### src/sv/midi_cc_control_mapper_defines.svh
// Assertion macros for the MIDI CC mapper.
`ifndef MIDI_CC_CONTROL_MAPPER_DEFINES_SVH
`define MIDI_CC_CONTROL_MAPPER_DEFINES_SVH

`ifndef ASSERT_OFF

`define MCM_ASSERT_NOW(label, ante, cons) \
    label: assert property (@(posedge i_clk) disable iff (!i_rst_n) (ante) |-> (cons)) \
        else $error("assertion failed");

`define MCM_ASSERT_NEXT(label, ante, cons) \
    label: assert property (@(posedge i_clk) disable iff (!i_rst_n) (ante) |=> (cons)) \
        else $error("assertion failed");

`else

`define MCM_ASSERT_NOW(label, ante, cons)

`define MCM_ASSERT_NEXT(label, ante, cons)

`endif

`endif

### src/sv/mcm_pkg.sv
package mcm_pkg;

    localparam int LANE_PAGES = 7;
    localparam logic [2:0] GLOBAL_PAGE = 3'd7;

    localparam logic [2:0] ST_IGNORED    = 3'd0;
    localparam logic [2:0] ST_INVALID    = 3'd1;
    localparam logic [2:0] ST_UNKNOWN    = 3'd2;
    localparam logic [2:0] ST_CONTINUOUS = 3'd3;
    localparam logic [2:0] ST_PRESS      = 3'd4;
    localparam logic [2:0] ST_RELEASE    = 3'd5;
    localparam logic [2:0] ST_HOLD       = 3'd6;
    localparam logic [2:0] ST_NOOP       = 3'd7;

    localparam logic [5:0] CODE_NONE       = 6'd0;
    localparam logic [5:0] CODE_VOICE      = 6'd1;
    localparam logic [5:0] CODE_ROUTE      = 6'd9;
    localparam logic [5:0] CODE_TIMING     = 6'd17;
    localparam logic [5:0] CODE_GFX        = 6'd25;
    localparam logic [5:0] CODE_BPM        = 6'd33;
    localparam logic [5:0] CODE_MASTER     = 6'd34;
    localparam logic [5:0] CODE_UNASSIGNED = 6'd35;
    localparam logic [5:0] CODE_PAGE       = 6'd36;
    localparam logic [5:0] CODE_GLOBAL     = 6'd43;
    localparam logic [5:0] CODE_CLEAR      = 6'd44;
    localparam logic [5:0] CODE_TOGGLE     = 6'd45;

    localparam logic [0:0] REG_LISTEN = 1'b0;
    localparam logic [4:0] LISTEN_RESET = 5'd16;

    localparam int CcMax = 127;
    localparam int RouteSpan = 63;
    localparam int TempoScale = 1000;

    localparam int TBL_UNIT   = 0;
    localparam int TBL_ROUTE  = 1;
    localparam int TBL_GAIN   = 2;
    localparam int TBL_ENGINE = 3;
    localparam int TBL_ROOT   = 4;
    localparam int TBL_BPM    = 5;
    localparam int TBL_DIV16  = 6;
    localparam int TBL_DIV64  = 7;

    typedef logic [15:0] t_tbl [128];

    typedef struct packed {
        logic [2:0]  page;
        logic        lane_mode;
        logic [7:0]  button_down;
        logic [15:0] clear_gen;
    } t_state;

    typedef struct packed {
        logic [2:0]         status;
        logic [5:0]         control_code;
        logic [2:0]         button_page;
        logic [7:0]         step_value;
        logic [8:0]         whole_value;
        logic signed [15:0] level_q8_8;
        logic               dispatched;
        logic [2:0]         page_now;
        logic               lane_mode_now;
        logic [15:0]        clear_count;
        logic [18:0]        tempo_milli;
    } t_result;

    function automatic t_tbl build_tbl(input int kind);
        t_tbl tbl;
        int   q;
        for (int i = 0; i < 128; i++) begin
            q = 0;
            case (kind)
                TBL_UNIT:   q = (i * 256 + 63) / CcMax;
                TBL_GAIN:   q = 24 * 256 + (i * 72 * 256 + 63) / CcMax;
                TBL_ENGINE: q = (i * 23 + 63) / CcMax;
                TBL_ROOT:   q = 24 + (i * 60 + 63) / CcMax;
                TBL_BPM:    q = 20 + (i * 280 + 63) / CcMax;
                TBL_DIV16:  q = (i * 16 + 63) / CcMax;
                TBL_DIV64:  q = (i == 0) ? 0 : 1 + ((i - 1) * 64) / CcMax;
                TBL_ROUTE: begin
                    if (i >= 64) begin
                        q = ((i - 64) * 256 + 31) / RouteSpan;
                        if (q > 256) q = 256;
                    end else begin
                        q = ((64 - i) * 256 + 31) / RouteSpan;
                        if (q > 256) q = 256;
                        q = -q;
                    end
                end
                default: q = 0;
            endcase
            tbl[i] = 16'(q);
        end
        return tbl;
    endfunction

    localparam t_tbl UNIT_TBL   = build_tbl(TBL_UNIT);
    localparam t_tbl ROUTE_TBL  = build_tbl(TBL_ROUTE);
    localparam t_tbl GAIN_TBL   = build_tbl(TBL_GAIN);
    localparam t_tbl ENGINE_TBL = build_tbl(TBL_ENGINE);
    localparam t_tbl ROOT_TBL   = build_tbl(TBL_ROOT);
    localparam t_tbl BPM_TBL    = build_tbl(TBL_BPM);
    localparam t_tbl DIV16_TBL  = build_tbl(TBL_DIV16);
    localparam t_tbl DIV64_TBL  = build_tbl(TBL_DIV64);

endpackage

### src/sv/mcm_map.sv
module mcm_map (
    input  logic [4:0]      i_listen,
    input  logic [4:0]      i_channel,
    input  logic [7:0]      i_controller,
    input  logic [7:0]      i_amount,
    input  mcm_pkg::t_state i_state,
    output mcm_pkg::t_result o_result,
    output mcm_pkg::t_state  o_next_state
);

    logic [6:0] v7;
    logic [7:0] enc_off;
    logic [7:0] tim_off;
    logic [2:0] idx;
    logic [2:0] tidx;
    logic [2:0] bpage;
    logic       lane_page;
    logic       global_page;

    assign v7          = i_amount[6:0];
    assign enc_off     = i_controller - 8'd20;
    assign tim_off     = i_controller - 8'd28;
    assign idx         = enc_off[2:0];
    assign tidx        = tim_off[2:0];
    assign bpage       = i_controller[2:0];
    assign lane_page   = i_state.page < 3'(mcm_pkg::LANE_PAGES);
    assign global_page = i_state.page == mcm_pkg::GLOBAL_PAGE;

    always_comb begin
        mcm_pkg::t_result r;
        mcm_pkg::t_state  ns;
        r  = '0;
        ns = i_state;

        if (i_channel != i_listen) begin
            r.status = mcm_pkg::ST_IGNORED;
        end else if (i_controller[7] || i_amount[7]) begin
            r.status = mcm_pkg::ST_INVALID;
        end else if (i_controller >= 8'd20 && i_controller <= 8'd27) begin
            r.status     = mcm_pkg::ST_CONTINUOUS;
            r.step_value = 8'(idx);
            if (lane_page) begin
                r.dispatched = 1'b1;
                if (!i_state.lane_mode) begin
                    r.control_code = mcm_pkg::CODE_VOICE + 6'(idx);
                    if (idx == 3'd0) begin
                        r.step_value  = mcm_pkg::ENGINE_TBL[v7][7:0];
                        r.whole_value = mcm_pkg::ENGINE_TBL[v7][8:0];
                    end else if (idx == 3'd1) begin
                        r.level_q8_8 = mcm_pkg::GAIN_TBL[v7];
                    end else begin
                        r.level_q8_8 = mcm_pkg::UNIT_TBL[v7];
                    end
                end else begin
                    r.control_code = mcm_pkg::CODE_ROUTE + 6'(idx);
                    if (idx == 3'd0) r.level_q8_8 = v7[6] ? 16'sd256 : 16'sd0;
                    else r.level_q8_8 = mcm_pkg::ROUTE_TBL[v7];
                end
            end else begin
                r.control_code = mcm_pkg::CODE_GFX + 6'(idx);
                r.dispatched   = global_page;
                if (idx == 3'd2) begin
                    r.step_value  = mcm_pkg::ROOT_TBL[v7][7:0];
                    r.whole_value = mcm_pkg::ROOT_TBL[v7][8:0];
                end else begin
                    r.level_q8_8 = mcm_pkg::UNIT_TBL[v7];
                end
            end
        end else if (i_controller >= 8'd28 && i_controller <= 8'd35) begin
            if (global_page) begin
                if (tidx == 3'd0) begin
                    r.status       = mcm_pkg::ST_CONTINUOUS;
                    r.control_code = mcm_pkg::CODE_BPM;
                    r.whole_value  = mcm_pkg::BPM_TBL[v7][8:0];
                    r.tempo_milli  = 19'(mcm_pkg::BPM_TBL[v7][8:0])
                                   * 19'(mcm_pkg::TempoScale);
                    r.dispatched   = 1'b1;
                end else if (tidx == 3'd1) begin
                    r.status       = mcm_pkg::ST_CONTINUOUS;
                    r.control_code = mcm_pkg::CODE_MASTER;
                    r.level_q8_8   = mcm_pkg::UNIT_TBL[v7];
                    r.dispatched   = 1'b1;
                end else begin
                    r.status       = mcm_pkg::ST_NOOP;
                    r.control_code = mcm_pkg::CODE_UNASSIGNED;
                end
            end else begin
                r.status       = mcm_pkg::ST_CONTINUOUS;
                r.control_code = mcm_pkg::CODE_TIMING + 6'(tidx);
                r.dispatched   = lane_page;
                case (tidx)
                    3'd0: r.step_value = 8'(v7[6:3]);
                    3'd1: begin
                        r.step_value = 8'(v7);
                        r.level_q8_8 = 16'({v7, 1'b0});
                    end
                    3'd2: r.step_value = 8'(v7[6:4]);
                    3'd3: r.step_value = mcm_pkg::DIV16_TBL[v7][7:0];
                    3'd4: r.step_value = 8'(v7[6:3]);
                    3'd6: r.step_value = mcm_pkg::DIV64_TBL[v7][7:0];
                    default: r.level_q8_8 = mcm_pkg::UNIT_TBL[v7];
                endcase
            end
        end else if (i_controller >= 8'd40 && i_controller <= 8'd47) begin
            r.button_page = bpage;
            if (bpage != 3'd7) begin
                r.control_code = (bpage == i_state.page) ? mcm_pkg::CODE_TOGGLE
                                                          : mcm_pkg::CODE_PAGE + 6'(bpage);
            end else begin
                r.control_code = global_page ? mcm_pkg::CODE_CLEAR : mcm_pkg::CODE_GLOBAL;
            end
            if (v7 == 7'd0) begin
                r.status              = mcm_pkg::ST_RELEASE;
                ns.button_down[bpage] = 1'b0;
            end else if (i_state.button_down[bpage]) begin
                r.status = mcm_pkg::ST_HOLD;
            end else begin
                r.status              = mcm_pkg::ST_PRESS;
                ns.button_down[bpage] = 1'b1;
                if (r.control_code == mcm_pkg::CODE_GLOBAL) begin
                    ns.page      = mcm_pkg::GLOBAL_PAGE;
                    r.dispatched = 1'b1;
                end else if (r.control_code == mcm_pkg::CODE_CLEAR) begin
                    ns.clear_gen = i_state.clear_gen + 16'd1;
                    r.dispatched = 1'b1;
                end else if (r.control_code == mcm_pkg::CODE_TOGGLE) begin
                    if (lane_page) begin
                        ns.lane_mode = ~i_state.lane_mode;
                        r.dispatched = 1'b1;
                    end
                end else begin
                    ns.page      = bpage;
                    r.dispatched = 1'b1;
                end
            end
        end else begin
            r.status = mcm_pkg::ST_UNKNOWN;
        end

        r.page_now      = ns.page;
        r.lane_mode_now = ns.lane_mode;
        r.clear_count   = ns.clear_gen;
        o_result        = r;
        o_next_state    = ns;
    end

endmodule

### src/sv/mcm_state.sv
module mcm_state (
    input  logic            i_clk,
    input  logic            i_rst_n,
    input  logic            i_update,
    input  mcm_pkg::t_state i_next,
    output mcm_pkg::t_state o_state
);

    mcm_pkg::t_state r_state;

    always_ff @(posedge i_clk) begin
        if (!i_rst_n) begin
            r_state <= '0;
        end else if (i_update) begin
            r_state <= i_next;
        end
    end

    assign o_state = r_state;

endmodule

### src/sv/midi_cc_control_mapper.sv
// MIDI control-change mapper. Takes one control change per beat on s_axis and
// returns one mapped result per beat on m_axis. Throughput is one beat per
// clock while m_axis_tready holds; the input register and the result
// register sit around a single pass of table lookups and compares. Page, lane
// mode, button-down bits and the clear counter update at the edge the result
// is registered, so the next beat sees them. s_axis_tready follows
// m_axis_tready combinationally. listen_channel (reset 16) sits at APB
// address 0; write it only while no beat is in flight.
`include "midi_cc_control_mapper_defines.svh"

module midi_cc_control_mapper (
    input  logic        i_clk,
    input  logic        i_rst_n,
    input  logic        s_axis_tvalid,
    output logic        s_axis_tready,
    input  logic [23:0] s_axis_tdata,   // channel[4:0], controller[12:5], amount[20:13]
    output logic        m_axis_tvalid,
    input  logic        m_axis_tready,
    // status[2:0], control_code[8:3], button_page[11:9], step_value[19:12],
    // whole_value[28:20], level_q8_8[44:29], dispatched[45], page_now[48:46],
    // lane_mode_now[49], clear_count[65:50], tempo_milli[84:66]
    output logic [87:0] m_axis_tdata,
    input  logic        psel,
    input  logic        penable,
    input  logic        pwrite,
    input  logic [2:0]  paddr,
    input  logic [31:0] pwdata,
    output logic [31:0] prdata,
    output logic        pready
);

    logic             r_in_valid;
    logic             n_in_valid;
    logic [4:0]       r_in_channel;
    logic [7:0]       r_in_controller;
    logic [7:0]       r_in_amount;
    logic             r_out_valid;
    logic             n_out_valid;
    mcm_pkg::t_result r_out;
    logic [4:0]       r_listen;

    logic             s_accept;
    logic             advance;
    mcm_pkg::t_state  state;
    mcm_pkg::t_state  next_state;
    mcm_pkg::t_result result;

    assign advance       = r_in_valid && (!r_out_valid || m_axis_tready);
    assign s_axis_tready = !r_in_valid || advance;
    assign s_accept      = s_axis_tvalid && s_axis_tready;

    assign n_in_valid  = s_accept ? 1'b1 : (advance ? 1'b0 : r_in_valid);
    assign n_out_valid = advance ? 1'b1 : (m_axis_tready ? 1'b0 : r_out_valid);

    always_ff @(posedge i_clk) begin
        if (!i_rst_n) begin
            r_in_valid  <= 1'b0;
            r_out_valid <= 1'b0;
        end else begin
            r_in_valid  <= n_in_valid;
            r_out_valid <= n_out_valid;
        end
    end

    // hold the beat until the map stage takes it
    always_ff @(posedge i_clk) begin
        if (s_accept) begin
            r_in_channel    <= s_axis_tdata[4:0];
            r_in_controller <= s_axis_tdata[12:5];
            r_in_amount     <= s_axis_tdata[20:13];
        end
        if (advance) begin
            r_out <= result;
        end
    end

    always_ff @(posedge i_clk) begin
        if (!i_rst_n) begin
            r_listen <= mcm_pkg::LISTEN_RESET;
        end else if (psel && penable && pwrite && pready
                     && paddr[2] == mcm_pkg::REG_LISTEN) begin
            r_listen <= pwdata[4:0];
        end
    end

    assign pready = 1'b1;
    assign prdata = (paddr[2] == mcm_pkg::REG_LISTEN) ? 32'(r_listen) : 32'd0;

    mcm_map u_map (
        .i_listen     (r_listen),
        .i_channel    (r_in_channel),
        .i_controller (r_in_controller),
        .i_amount     (r_in_amount),
        .i_state      (state),
        .o_result     (result),
        .o_next_state (next_state)
    );

    mcm_state u_state (
        .i_clk    (i_clk),
        .i_rst_n  (i_rst_n),
        .i_update (advance),
        .i_next   (next_state),
        .o_state  (state)
    );

    assign m_axis_tvalid = r_out_valid;
    assign m_axis_tdata  = {3'd0, r_out.tempo_milli, r_out.clear_count, r_out.lane_mode_now,
                            r_out.page_now, r_out.dispatched, r_out.level_q8_8,
                            r_out.whole_value, r_out.step_value, r_out.button_page,
                            r_out.control_code, r_out.status};

    `MCM_ASSERT_NEXT(a_state_moves_on_advance, !advance, $stable(state))
    `MCM_ASSERT_NOW(a_in_reg_not_overwritten, r_in_valid && !advance, !s_axis_tready)
    `MCM_ASSERT_NOW(a_tempo_only_for_bpm, r_out_valid && r_out.tempo_milli != 19'd0, r_out.control_code == mcm_pkg::CODE_BPM && r_out.dispatched)
    `MCM_ASSERT_NOW(a_page_select_lands, r_out_valid && r_out.dispatched && r_out.control_code >= mcm_pkg::CODE_PAGE && r_out.control_code < mcm_pkg::CODE_GLOBAL, r_out.page_now == r_out.button_page)

endmodule
### config.mk
export PLATFORM = sky130hd
export DESIGN_NAME = midi_cc_control_mapper
export DESIGN_NICKNAME = d
export VERILOG_FILES = /design/src/sv/mcm_pkg.sv /design/src/sv/mcm_map.sv /design/src/sv/mcm_state.sv /design/src/sv/midi_cc_control_mapper.sv
export VERILOG_INCLUDE_DIRS = /design/src /design/src/sv
export SDC_FILE = /design/constraint.sdc
export NUM_CORES = 1
export LEC_CHECK = 0
export BUFFER_PORTS_ARGS = -buffer_cell sky130_fd_sc_hd__buf_2
export CORE_MARGIN = 2
export CORE_UTILIZATION = 40
export CTS_BUF_LIST = sky130_fd_sc_hd__clkbuf_16
export CTS_CLUSTER_SIZE = 8
export DETAILED_ROUTE_END_ITERATION = 8
export PLACE_DENSITY = 0.59
export SYNTH_ARGS = -nofsm -noshare
export SYNTH_HDL_FRONTEND = slang
export SYNTH_SLANG_ARGS = --single-unit
### constraint.sdc
create_clock -name i_clk -period 6.07 [get_ports i_clk]
set_clock_uncertainty 0.15 [all_clocks]
set_input_delay 1.821 -clock i_clk [delete_from_list [all_inputs] [get_ports i_clk]]
set_output_delay 1.821 -clock i_clk [all_outputs]
set_load 0.02 [all_outputs]
After elaboration in Yosys (flattened, before gate mapping)
Memory sizes are Yosys's and may differ from the RTL's.
Cells that the tools add are included.
{ "totals": {"output_inout_bits": 123, "inputBits": 66, "wordCells": 197, "rom_bits": 16384, "memories": 8, "regBits": 141} }
{ "mem_list": {"columns": ["memory", "words", "width", "read_ports", "rd_ports_with_merged_regs", "wr", "line_no", "rtl"], "rows": [
  ["(name not given)", 128, 16, 1, 0, 0, "mcm_map.sv:50", "r.level_q8_8 = mcm_pkg::GAIN_TBL[v7];"],
  ["(name not given)", 128, 16, 1, 0, 0, "mcm_map.sv:74", "r.whole_value = mcm_pkg::BPM_TBL[v7][8:0];"],
  ["(name not given)", 128, 16, 1, 0, 0, "mcm_map.sv:52", "r.level_q8_8 = mcm_pkg::UNIT_TBL[v7];"],
  ["(name not given)", 128, 16, 1, 0, 0, "mcm_map.sv:98", "3'd3: r.step_value = mcm_pkg::DIV16_TBL[v7][7:0];"],
  ["(name not given)", 128, 16, 1, 0, 0, "mcm_map.sv:100", "3'd6: r.step_value = mcm_pkg::DIV64_TBL[v7][7:0];"],
  ["(name not given)", 128, 16, 1, 0, 0, "mcm_map.sv:57", "else r.level_q8_8 = mcm_pkg::ROUTE_TBL[v7];"],
  ["+2 memories", null, null, null, null, null, null, null]
]} }
{ "classes": {"bitwise_logic": 13, "reduce_logical": 27, "n_addsub": 8, "n_mul": 1, "muxes": 91, "n_lt_le_gt_ge": 10, "n_eq_ne": 15} }
{ "op_table": {"columns": ["operator", "count"], "rows": [
  ["16-bit two-way mux", 15],
  ["28-bit two-way mux", 6],
  ["9-bit two-way mux", 14],
  ["17-bit two-way mux", 5],
  ["34-bit two-way mux", 2],
  ["8-bit two-way mux", 7],
  ["6-bit two-way mux", 9],
  ["8-bit one-hot mux with 5 select lines", 1],
  ["33-bit two-way mux", 1],
  ["16-bit one-hot mux with 2 select lines", 1],
  ["1-bit two-way mux", 19],
  ["6-bit == test, second input constant", 3],
  ["16-bit by 1-bit adder with 16-bit output, second input constant", 1],
  ["8-bit by 5-bit greater-or-equal comparator with 1-bit output, second input constant", 2],
  ["8-bit by 6-bit <= comparator with 1-bit output, second input constant", 2],
  ["9-bit by 7-bit multiplier with 16-bit output, second input constant", 1],
  ["3-bit two-way mux", 5],
  ["5-bit OR reduction", 3],
  ["5-bit by 3-bit adder with 6-bit output, first input constant", 2],
  ["3-bit by 2-bit == test with 1-bit output, second input constant", 3],
  ["3-bit == test, second input constant", 3],
  ["1-bit logical AND", 9],
  ["1-bit NOT", 9],
  ["8-bit AND", 1],
  ["32 further kinds", 41]
]} }

Logic depth before layout (Yosys ltp)
Gate-level depths: netlist of the first run.
{ "logic_depth": {"depth_word": 19, "depth_mapped": 26, "depth_no_buf": 24} }

Modules after synthesis
A second synthesis of the first run with hierarchy kept.
{ "hier_totals": {"hier_cells": 1490, "area_unflattened_um2": 12859.8} }
{ "modules_own_cells": {"columns": ["module", "area_per_inst_um2", "instances", "cells_each"], "rows": [
  ["mcm_map", 8015.2, 1, 1225],
  ["midi_cc_control_mapper", 3769.9, 1, 176],
  ["mcm_state", 1074.8, 1, 89]
]} }

Worst setup path before layout of the first run
No wires, ideal clock.
{ "synth_path": {"path_type": "flip-flop to flip-flop", "start": "register r_in_amount[0]", "end": "register r_out, in the netlist m_axis_tdata[83] (data pin)", "stages_incl_launch_ff": 23, "arrival_ns": 6.252, "slack_ns": -0.597, "path_buffers": 3, "required_ns": 5.654, "cell_sequence": "edfxtp_1 -> clkbuf_1 -> inv_1 -> ha_1 -> clkbuf_1 -> buf_1 -> nand2_1 -> o22ai_1 -> o41ai_1 -> inv_1 -> fa_1 -> fa_1 -> fa_1 -> inv_1 -> fa_1 -> ha_1 -> o21a_1 -> nor2_1 -> a21oi_1 -> a41o_1 -> o21a_1 -> xnor2_1 -> nor2_1"} }
{ "synth_between": {"elab_chain_len": 5} }
{ "synth_rtl": {"columns": ["element", "line_no", "rtl"], "rows": [
  ["from (decl)", "midi_cc_control_mapper.sv:36", "logic [7:0] r_in_amount;"],
  ["from (signal assigned)", "midi_cc_control_mapper.sv:70", "r_in_amount <= s_axis_tdata[20:13];"],
  ["7-bit NOT with 8-bit output (implied by the code)", "mcm_map.sv:75", "r.tempo_milli = 19'(mcm_pkg::BPM_TBL[v7][8:0])"],
  ["memory 128 x 16 bit", null, null],
  ["9-bit two-way mux (2 in series)", null, null],
  ["9-bit by 7-bit multiplier with 16-bit output", "mcm_map.sv:76", "* 19'(mcm_pkg::TempoScale);"],
  ["to (signal assigned)", "midi_cc_control_mapper.sv:73", "r_out <= result;"],
  ["to (decl)", "midi_cc_control_mapper.sv:39", "mcm_pkg::t_result r_out;"]
]} }
Every way passes these cells. The select of a mux whose other input is x is not followed.
A chain may end at the register's enable or synchronous reset.

Worst setup path after layout of the first run
{ "layout_path": {"start": "register r_in_amount[2]", "end": "register r_out, in the netlist m_axis_tdata[83] (data pin)"} }
The elaborated chain is that of the path after synthesis.

==> results of run 1 <==
[sequential cells by signal, indices dropped and copies added (netlist names)]
register / cells
m_axis_tdata: 81
m_axis_tvalid: 1
r_in_amount: 8
r_in_channel: 5
r_in_controller: 8
r_in_valid: 1
r_listen: 5
u_state.o_state: 28
[Yosys cell counts (11+ instances only)]
cell type	n	share of area [%]
xor2_1	14	1.0
a31oi_1	16	0.82
a211o_1	11	0.78
buf_4	37	2.3
a221oi_1	12	0.86
nor2_1	108	3.3
a211oi_1	23	1.4
dfxtp_1	35	5.7
inv_1	51	1.6
buf_2	25	1.0
nor3_1	35	1.4
xnor2_1	36	2.6
and2_1	24	1.2
and3_1	20	1.0
nand3_1	35	1.4
o211ai_1	19	1.2
a21oi_1	107	4.4
clkbuf_1	59	1.8
buf_1	29	0.89
o21ai_0	86	3.5
edfxtp_1	102	25
nor4_1	11	0.56
fa_1	25	4.1
o22ai_1	25	1.3
ha_1	68	6.9
nand2b_1	24	1.2
nand2_1	137	4.2
mux2i_1	20	1.6
nor2b_1	32	1.6
nand4_1	17	0.87
[cell usage in the layout, fill, tap and decap left out, types with 8 or more instances in the layout]
master     instances
a211o_1           11
a211oi_1          19
a21o_1             9
a21oi_1           97
a21oi_2            9
a221oi_1          11
a22oi_1            9
a311oi_1          10
a31oi_1           13
and2_1            23
and3_1            20
buf_2            121
buf_4            162
buf_6              9
clkbuf_16         19
conb_1            35
dfxtp_1           35
edfxtp_1         102
fa_1              25
ha_1              60
inv_1             49
mux2i_1           20
nand2_1          134
nand2b_1          22
nand3_1           35
nand4_1           17
nor2_1           104
nor2b_1           29
nor3_1            35
nor4_1            10
o211ai_1          19
o21a_1             9
o21ai_0           82
o221ai_1           9
o22ai_1           25
or2_2              8
or3_1              8
xnor2_1           36
xor2_1            14
[metrics by stage]
stage | hold WS, ns | area, sq um | cells | utilization (%) | setup slack [ns]
3_5_place_dp | 0.307 | 14100 | 2012 | 46.5 | -0.125
5_1_grt | 0.346 | 15200 | 2058 | 49.9 | -0.0213
4_1_cts | 0.316 | 14700 | 2044 | 48.4 | 0.0305
2_1_floorplan | 0.282 | 12500 | 1479 | - | 0.00171
3_3_place_gp | 0.292 | 14100 | 2012 | 46.5 | -0.0789
6_report | 0.320 | 15200 | 2058 | 49.9 | 0.273
[report_power, final]
part,internal (mW),switching [mW]
sequential,1.04,0.0207
clock,0.581,0.471
combinational,1.00,1.17
[logic make-up after synthesis]
group	synth area share (%)
and+or+nand+nor	19.8
AOI/OAI and AO/OA	24.0
buffers and inverters	7.69
DFF	30.7
adders and majority gates	11.1
xor gates and xnor gates	3.57
muxes	3.10
other	0.0612
[layout make-up]
| class | count | area (sq um) | area share [%] |
|---|---|---|---|
| Clock inverter | 15 | 161 | 1.06 |
| Sequential cell | 137 | 3760 | 24.8 |
| Multi-Input combinational cell | 1136 | 8010 | 52.8 |
| Inverter | 56 | 215 | 1.42 |
| Tap cell | 396 | 495 | 3.26 |
| Clock buffer | 17 | 425 | 2.80 |
| Timing Repair Buffer | 301 | 2110 | 13.9 |
[metal layers]
metal / track usage [%] / vias up / wire [um]
li1: - / 5695 / -
met1: 37.5 / 5949 / 18800
met2: 45.4 / 735 / 21200
met3: 5.43 / 157 / 4220
met4: 12.8 / 0 / 1980
met5: 0 / - / 0
[tightest hold or removal path: stages, from the launching register on]
cell and delay (ns):
dfxtp_1 0.31, nand2_1 0.05, mux2i_1 0.06
[final timing paths]
check                        end  slack [ns]  depth (start not counted)
min reg2reg  u_state.o_state[23]        0.32                          2
max             m_axis_tdata[83]        0.27                         21
min          u_state.o_state[23]        0.32                          2
max reg2reg     m_axis_tdata[83]        0.27                         21
[what timing repair did]
item / 4_1_cts / 5_1_grt
setup endpoints to repair: 5 / 8
gates resized for setup: 3 / 72
setup buffers: 0 / 12
cloned: 0 / 2
pin swaps: 0 / 26
endpoints found under the hold margin: 0 / 0
==> results.yml, run 1 <==
global_route:
  overflow: 0
  grt_antenna_before_repair: 0
  grt_max_degree: 48
  grt_pass1_wl_um: 69400
  first_global_vias: 11900
  grt.total_usage_pct: 28.5
critical_path:
  crit_chain: "buf_12, buf_6, nand2b_2, a31o_2, a22o_1, nand4_1, o41ai_4, buf_4, fa_1, inv_1, fa_1, fa_1, inv_1, fa_1, ha_1, nor3_1, a21oi_2, a41o_1, o21a_1, xnor2_1, nor2_1"
  crit_buf_inv: 5
  slowest_stage: "edfxtp_1"
  path_delay_family: "adder cells"
  cp_slowest_stage_delay_ns: 0.53
  path_common_cell: "fa_1"
  crit_required_ns: 6.08
  critPathLaunch: "r_in_amount[2]"
  crit_arrival_ns: 5.80
  reg2reg_from: "r_in_amount[2]"
  start_kind: "register"
  crit_path_end_kind: "register"
  timing_worst_setup_path_type: "reg2reg"
  cp_max_fo: 15
route:
  via_per_inst: 6.09
  drt-total-wl_um: 46200
  ant_nets: 0
  drc: 0
  firstDrtPassIters: 7
  routed-via-count: 12500
  wl_per_cell_um: 22.5
  drt_iter0_drc: 1382
flow_run:
  max-cap-violations: 0
cells_and_area:
  drive_gt1_share_pct: 25.2
  diodes: 0
  nNetsFinal: 1808
  fillCellCount: 2948
  syn_to_final_growth_pct: 23.7
sta:
  finalSetupViolCount: 0
  finalCritPeriodShare_pct: 95.5
  slew_headroom_pct: 16.4
  fin_crit_ns: 5.80
  finalHoldViolCount: 0
  fin_setup_tns_ns: 0
  worst_pin_slew_ns: 1.22
  fmax_ghz: 0.173
  finalMaxSlewViolations: 0
power:
  power.density_nw_per_um2: 282
  ir_drop_mv: 0.299
  p_leak_nw: 6.10
  power_mw: 4.29
clock_tree:
  cts.path.max_buffers: 2
  clockRootBuffer: "clkbuf_16"
  cts_tree: "yes"
  clkTransAtPathRegs_ns: 0.07
  hold_buffers: 0
  clock_latency_ns: 0.44
  cts_sinks: 137
  htree_levels: 4
  cts_buffers: 17
worst_hold_path:
  holdCritPathClass: "reg2reg"
  hold_path_startpoint: "u_state.o_state[23]"
die:
  core.rowCount: 64
  core_region_area_sq_um: 30400
  num_io_pins: 189
  die_w_um: 179
  dieArea_sq_um: 32100
  dieHeight_um: 179
  initial_core_util_pct: 40.3
yosys:
  synth_flop_cell: "edfxtp_1"
  yosysWarnings: 0
  synth_edf_count: 102
  ys_async_sr_fraction_pct: 0
  synth_seq_area_share_pct: 30.7
  synth.distinct_cells: 84
  synth.avg_cell_area_sq_um: 8.49
  ys_seq_elements: 137
  synth_cells: 1446
  syn-cell-area_sq_um: 12300
place:
  numPortBuffers: 121
  dp_hpwl_um: 34100
  gp_congestion: 0.973
status:
  status: "complete, no violations"
Note: power is estimated with default switching activity, not from simulation.
==> run 2: changes to the inputs <==
--- a/config.mk
+++ b/config.mk
@@ -6,6 +6,7 @@
 export SDC_FILE = /design/constraint.sdc
 export NUM_CORES = 1
 export LEC_CHECK = 0
+export ABC_AREA = 1
 export BUFFER_PORTS_ARGS = -buffer_cell sky130_fd_sc_hd__buf_2
 export CORE_MARGIN = 2
 export CORE_UTILIZATION = 40
==> results.yml, run 2 <==
clock_tree:
  cts_sinks: 137
  cts.path.max_buffers: 2
  clock_latency_ns: 0.42
  cts_buffers: 17
  clockRootBuffer: "clkbuf_16"
  htree_levels: 4
  cts_tree: "yes"
  clkTransAtPathRegs_ns: 0.07
cells_and_area:
  final_cell_mix: "nand2_1 (429), inv_1 (194), nor2_1 (165)"
  diodes: 0
  layout_commonest_cell: "nand2_1"
  nNetsFinal: 2025
  drive_gt1_share_pct: 16.7
  syn_to_final_growth_pct: 16.4
  largest_register_ffs: 81
status:
  status: "complete, no violations"
critical_path:
  crit_required_ns: 6.11
  crit_path_end_kind: "register"
  timing.rr.end: "m_axis_tdata[82]"
  timing_worst_setup_path_type: "reg2reg"
  ff2ff_path_depth: 25
  r2r_slack_ns: 0.32
  reg2reg_from: "r_in_amount[1]"
  start_kind: "register"
  cp_max_fo: 6
  crit_arrival_ns: 5.79
sta:
  worst_slack_ns: 0.323
  finalCritPeriodShare_pct: 94.7
  worst_pin_slew_ns: 0.813
  fin_crit_ns: 5.75
  fin_setup_tns_ns: 0
  rsz0062_at_grt: "no"
  slew_headroom_pct: 45.8
  finalMaxSlewViolations: 0
  finalHoldViolCount: 0
  finalSetupViolCount: 0
  fmax_ghz: 0.174
yosys:
  synth_seq_area_share_pct: 31.1
  synth.avg_cell_area_sq_um: 7.06
  synth_flop_cell: "edfxtp_1"
  synth_edf_count: 102
  yosysWarnings: 0
  synth_cells: 1711
  syn-cell-area_sq_um: 12100
  synth_most_common_cell: "nand2_1"
  yosys.area.top_type_share_pct: 25.3
  yosys-top-cells-count: "nand2_1 (435), inv_1 (196), nor2_1 (167)"
  yosys.area.top_type: "edfxtp_1"
  ys_seq_elements: 137
  ys_async_sr_fraction_pct: 0
  synthTopCellsByArea: "edfxtp_1 (25%), nand2_1 (14%), ha_1 (7.0%), inv_1 (6.1%), dfxtp_1 (5.8%)"
  synth.distinct_cells: 64
global_route:
  first_global_vias: 11500
  grt_pass1_wl_um: 64100
  grt.total_usage_pct: 26.2
  overflow: 0
  grt_antenna_before_repair: 1
  grt_max_degree: 62
worst_hold_path:
  hold_end: "r_listen[0]"
  holdCritPathClass: "reg2reg"
  hold_depth: 2
  hold_path_startpoint: "r_listen[0]"
power:
  ir_drop_mv: 0.252
  power.density_nw_per_um2: 288
  power_mw: 4.06
  p_leak_nw: 6.82
die:
  num_io_pins: 189
  core.rowCount: 63
  die_w_um: 178
  core_region_area_sq_um: 29700
  initial_core_util_pct: 40.7
  dieArea_sq_um: 31600
  dieHeight_um: 178
flow_run:
  max-cap-violations: 0
place:
  dp_hpwl_um: 31000
  numPortBuffers: 121
  gp_congestion: 0.981
  post-place-ws_ns: 0.129
route:
  drt_iter0_drc: 1662
  drc: 0
  drt-total-wl_um: 41100
  via_per_inst: 5.49
  ant_nets: 0
  routed-via-count: 12500
  wl_per_cell_um: 18.1
  firstDrtPassIters: 5
run 2: repair_timing:
item / CTS / global route
setup buffers: 0 / 5
hold buffers: 0 / 0
resized for setup: 0 / 26
endpoints found under the setup margin: 0 / 9
run 2: worst max path at each step:
stage / cells past startpoint / slack (ns) / endpoint / startpoint
6_report: 25 / 0.32 / m_axis_tdata[82] / r_in_amount[1]
5_1_grt: 27 / 0.02 / m_axis_tdata[81] / r_in_amount[0]
4_1_cts: 21 / 0.12 / m_axis_tdata[79] / r_in_amount[0]
3_5_place_dp: 21 / 0.13 / m_axis_tdata[79] / r_in_amount[0]
3_3_place_gp: 21 / 0.16 / m_axis_tdata[79] / r_in_amount[1]
2_1_floorplan: 26 / 0.03 / m_axis_tdata[81] / r_in_amount[0]
run 2: routing by layer:
| layer | wire [um] | GRT usage (%) | vias to the layer above |
|---|---|---|---|
| met3 | 3470 | 4.37 | 94 |
| met5 | 7 | 0 | - |
| li1 | - | - | 5939 |
| met1 | 18200 | 37.4 | 5793 |
| met2 | 18100 | 40.2 | 625 |
| met4 | 1310 | 8.54 | 2 |
run 2: metrics by stage:
stage | utilization, % | hold WS (ns) | instance area [sq um] | instances
after floorplan | - | 0.298 | 12200 | 1744
after global placement | 45.0 | 0.315 | 13400 | 2232
after detailed placement | 45.0 | 0.324 | 13400 | 2232
after CTS | 47.0 | 0.336 | 14000 | 2264
after global routing | 47.3 | 0.352 | 14100 | 2269
final | 47.3 | 0.335 | 14100 | 2269
run 2: cells by family after synthesis:
kind of cell	count (synthesis)	share of synthesized area [%]
AOI/OAI and AO/OA	332	15.6
and+or+nand+nor	810	29.0
other	2	0.0621
xor gates and xnor gates	20	1.51
muxes	2	0.166
adders and majority gates	93	11.2
DFF	137	31.1
buffers and inverters	315	11.3
run 2: area by class of cell:
cell class | instances | area, sq um
timing repair buffer | 205 | 1270
tap | 390 | 488
sequential | 137 | 3760
fill | 3025 | 15600
multi-input combinational | 1292 | 7140
clock inverter | 15 | 173
clock buffer | 17 | 425
inverter | 213 | 808
run 2: power breakdown:
| group | internal [mW] | switching [mW] | total, mW | leakage, nW |
|---|---|---|---|---|
| registers | 1.05 | 0.0287 | 1.08 | 1.30 |
| clock network | 0.555 | 0.486 | 1.04 | 0.283 |
| logic | 0.761 | 1.18 | 1.94 | 5.24 |
run 2: worst max-delay path, stage by stage, from the launching register on:
cell and delay [ns]:
edfxtp_1 0.49, inv_2 0.17, ha_2 0.32, nand2_2 0.14, o21ai_0 0.12, or2_2 0.30
nand2_1 0.07, nand2_1 0.05, nand4_1 0.07, nor2_1 0.05, nor2_1 0.10, buf_4 0.18
inv_1 0.12, fa_1 0.55, inv_1 0.05, fa_1 0.48, fa_1 0.51, inv_1 0.05
fa_1 0.50, ha_4 0.32, nand2_1 0.09, nor2_1 0.15, a21oi_1 0.11, o21bai_1 0.18
a21oi_1 0.09, o21a_1 0.10
==> run 3: changes to the inputs <==
--- a/config.mk
+++ b/config.mk
@@ -9,11 +9,11 @@
 export ABC_AREA = 1
 export BUFFER_PORTS_ARGS = -buffer_cell sky130_fd_sc_hd__buf_2
 export CORE_MARGIN = 2
-export CORE_UTILIZATION = 40
+export CORE_UTILIZATION = 53
 export CTS_BUF_LIST = sky130_fd_sc_hd__clkbuf_16
 export CTS_CLUSTER_SIZE = 8
 export DETAILED_ROUTE_END_ITERATION = 8
-export PLACE_DENSITY = 0.59
+export PLACE_DENSITY = 0.75
 export SYNTH_ARGS = -nofsm -noshare
 export SYNTH_HDL_FRONTEND = slang
 export SYNTH_SLANG_ARGS = --single-unit
==> results.yml, run 3 (synthesis results as in run 2) <==
clock_tree:
  clockRootBuffer: "clkbuf_16"
  cts_tree: "yes"
  hold_buffers: 0
  clock_latency_ns: 0.43
  cts.path.max_buffers: 2
  cts_sinks: 137
  clkTransAtPathRegs_ns: 0.07
  htree_levels: 4
  cts_buffers: 17
route:
  ant_nets: 0
  firstDrtPassIters: 6
  drc: 0
  drt-total-wl_um: 40200
  routed-via-count: 12600
  via_per_inst: 5.86
  drt_iter0_drc: 1566
  wl_per_cell_um: 18.6
sta:
  worst_pin_slew_ns: 0.898
  slew_headroom_pct: 39.9
  finalMaxSlewViolations: 0
  fmax_ghz: 0.175
  fin_hold_ws_ns: 0.325
  finalCritPeriodShare_pct: 94.2
  finalHoldViolCount: 0
  fin_setup_tns_ns: 0
  fin_crit_ns: 5.72
  finalSetupViolCount: 0
status:
  status: "complete, no violations"
worst_hold_path:
  holdCritPathClass: "reg2reg"
die:
  core_region_area_sq_um: 22500
  initial_core_util_pct: 53.7
  core.rowCount: 55
  num_io_pins: 189
  dieHeight_um: 155
  dieArea_sq_um: 24000
  die_w_um: 155
critical_path:
  cp_max_fo: 9
  crit_arrival_ns: 5.75
  crit_required_ns: 6.10
  timing_worst_setup_path_type: "reg2reg"
  start_kind: "register"
  r2r_slack_ns: 0.35
  crit_path_end_kind: "register"
place:
  numPortBuffers: 121
  placed_cell_area_sq_um: 13200
  dp_hpwl_um: 30100
  gp_congestion: 0.986
cells_and_area:
  layout_commonest_cell: "nand2_1"
  final_cell_mix: "nand2_1 (433), inv_1 (195), nor2_1 (162)"
  nNetsFinal: 2020
  syn_to_final_growth_pct: 15.2
  drive_gt1_share_pct: 16.2
  diodes: 0
  largest_register_ffs: 81
  final_area_sq_um: 13900
global_route:
  grt_pass1_wl_um: 62900
  grt_antenna_before_repair: 1
  grt.total_usage_pct: 33.4
  grt_max_degree: 85
  first_global_vias: 11800
  overflow: 0
power:
  ir_drop_mv: 0.236
  power.density_nw_per_um2: 298
  p_leak_nw: 6.82
flow_run:
  max-cap-violations: 0
[run 3: cell count changes in the layout (fill, tap and decap cells not counted), moves of 4 or more]
cell,previous run,this run
clkinvlp_4,4,0
nand2_1,429,433
nand2_2,14,10
buf_4,81,75
[run 3: final timing paths]
check | startpoint | to | depth (start not counted)
worst max register to register | r_in_amount[1] | m_axis_tdata[82] | 25
worst max-delay path | r_in_amount[1] | m_axis_tdata[82] | 25
worst min-delay path | r_listen[3] | r_listen[3] | 2
worst min register to register | r_listen[3] | r_listen[3] | 2
[run 3: metal layers]
layer / GRT usage (%) / up-vias / part of all wire (%)
met2: 52.7 / 790 / 45
met5: 0 / - / 0.032
met1: 43.9 / 5794 / 41
met4: 16.2 / 2 / 4.2
li1: - / 5938 / -
met3: 6.94 / 119 / 10
[run 3: critical path, stage by stage, from the launching register on]
cell and delay (ns):
edfxtp_1 0.39, buf_4 0.17, buf_4 0.19, ha_1 0.27, nand2_1 0.17, nand2_1 0.11
o21ai_0 0.24, inv_1 0.07, a21oi_1 0.14, a21oi_1 0.05, nand2_1 0.06, o31ai_1 0.07
buf_4 0.18, fa_1 0.49, inv_1 0.05, fa_1 0.47, fa_1 0.51, inv_1 0.05
fa_1 0.44, ha_1 0.38, nand2_1 0.13, nor2_2 0.15, a21oi_1 0.11, o21bai_1 0.18
a21oi_1 0.09, o21a_1 0.15
[run 3: through the flow]
stage / cells / setup WS (ns) / util [%] / total power, mW
floorplan: 1744 / 0.0344 / - / 2.43
global placement: 2127 / 0.191 / 58.9 / 2.90
detailed placement: 2127 / 0.117 / 58.9 / 2.94
CTS: 2159 / 0.124 / 61.6 / 4.05
global route: 2159 / -0.0301 / 61.8 / 4.46
finish: 2159 / 0.354 / 61.8 / 4.15
[run 3: layout make-up]
cell class              instances  area, sq um
clock buffers                  18          450
clock inverters                14          169
fillers                      2052         8590
inverters                     213          803
multi-input cells            1292         7130
flip-flops and latches        137         3760
well taps                     285          357
repair buffers                200         1250
[run 3: timing repair]
item	4_1_cts	5_1_grt
endpoints found under the setup margin	0	8
buffers inserted	0	0
gates resized for setup	0	19
[run 3: power breakdown]
group          internal, mW  switching (mW)
Sequential             1.05          0.0295
Combinational         0.754            1.22
Clock                 0.618           0.485
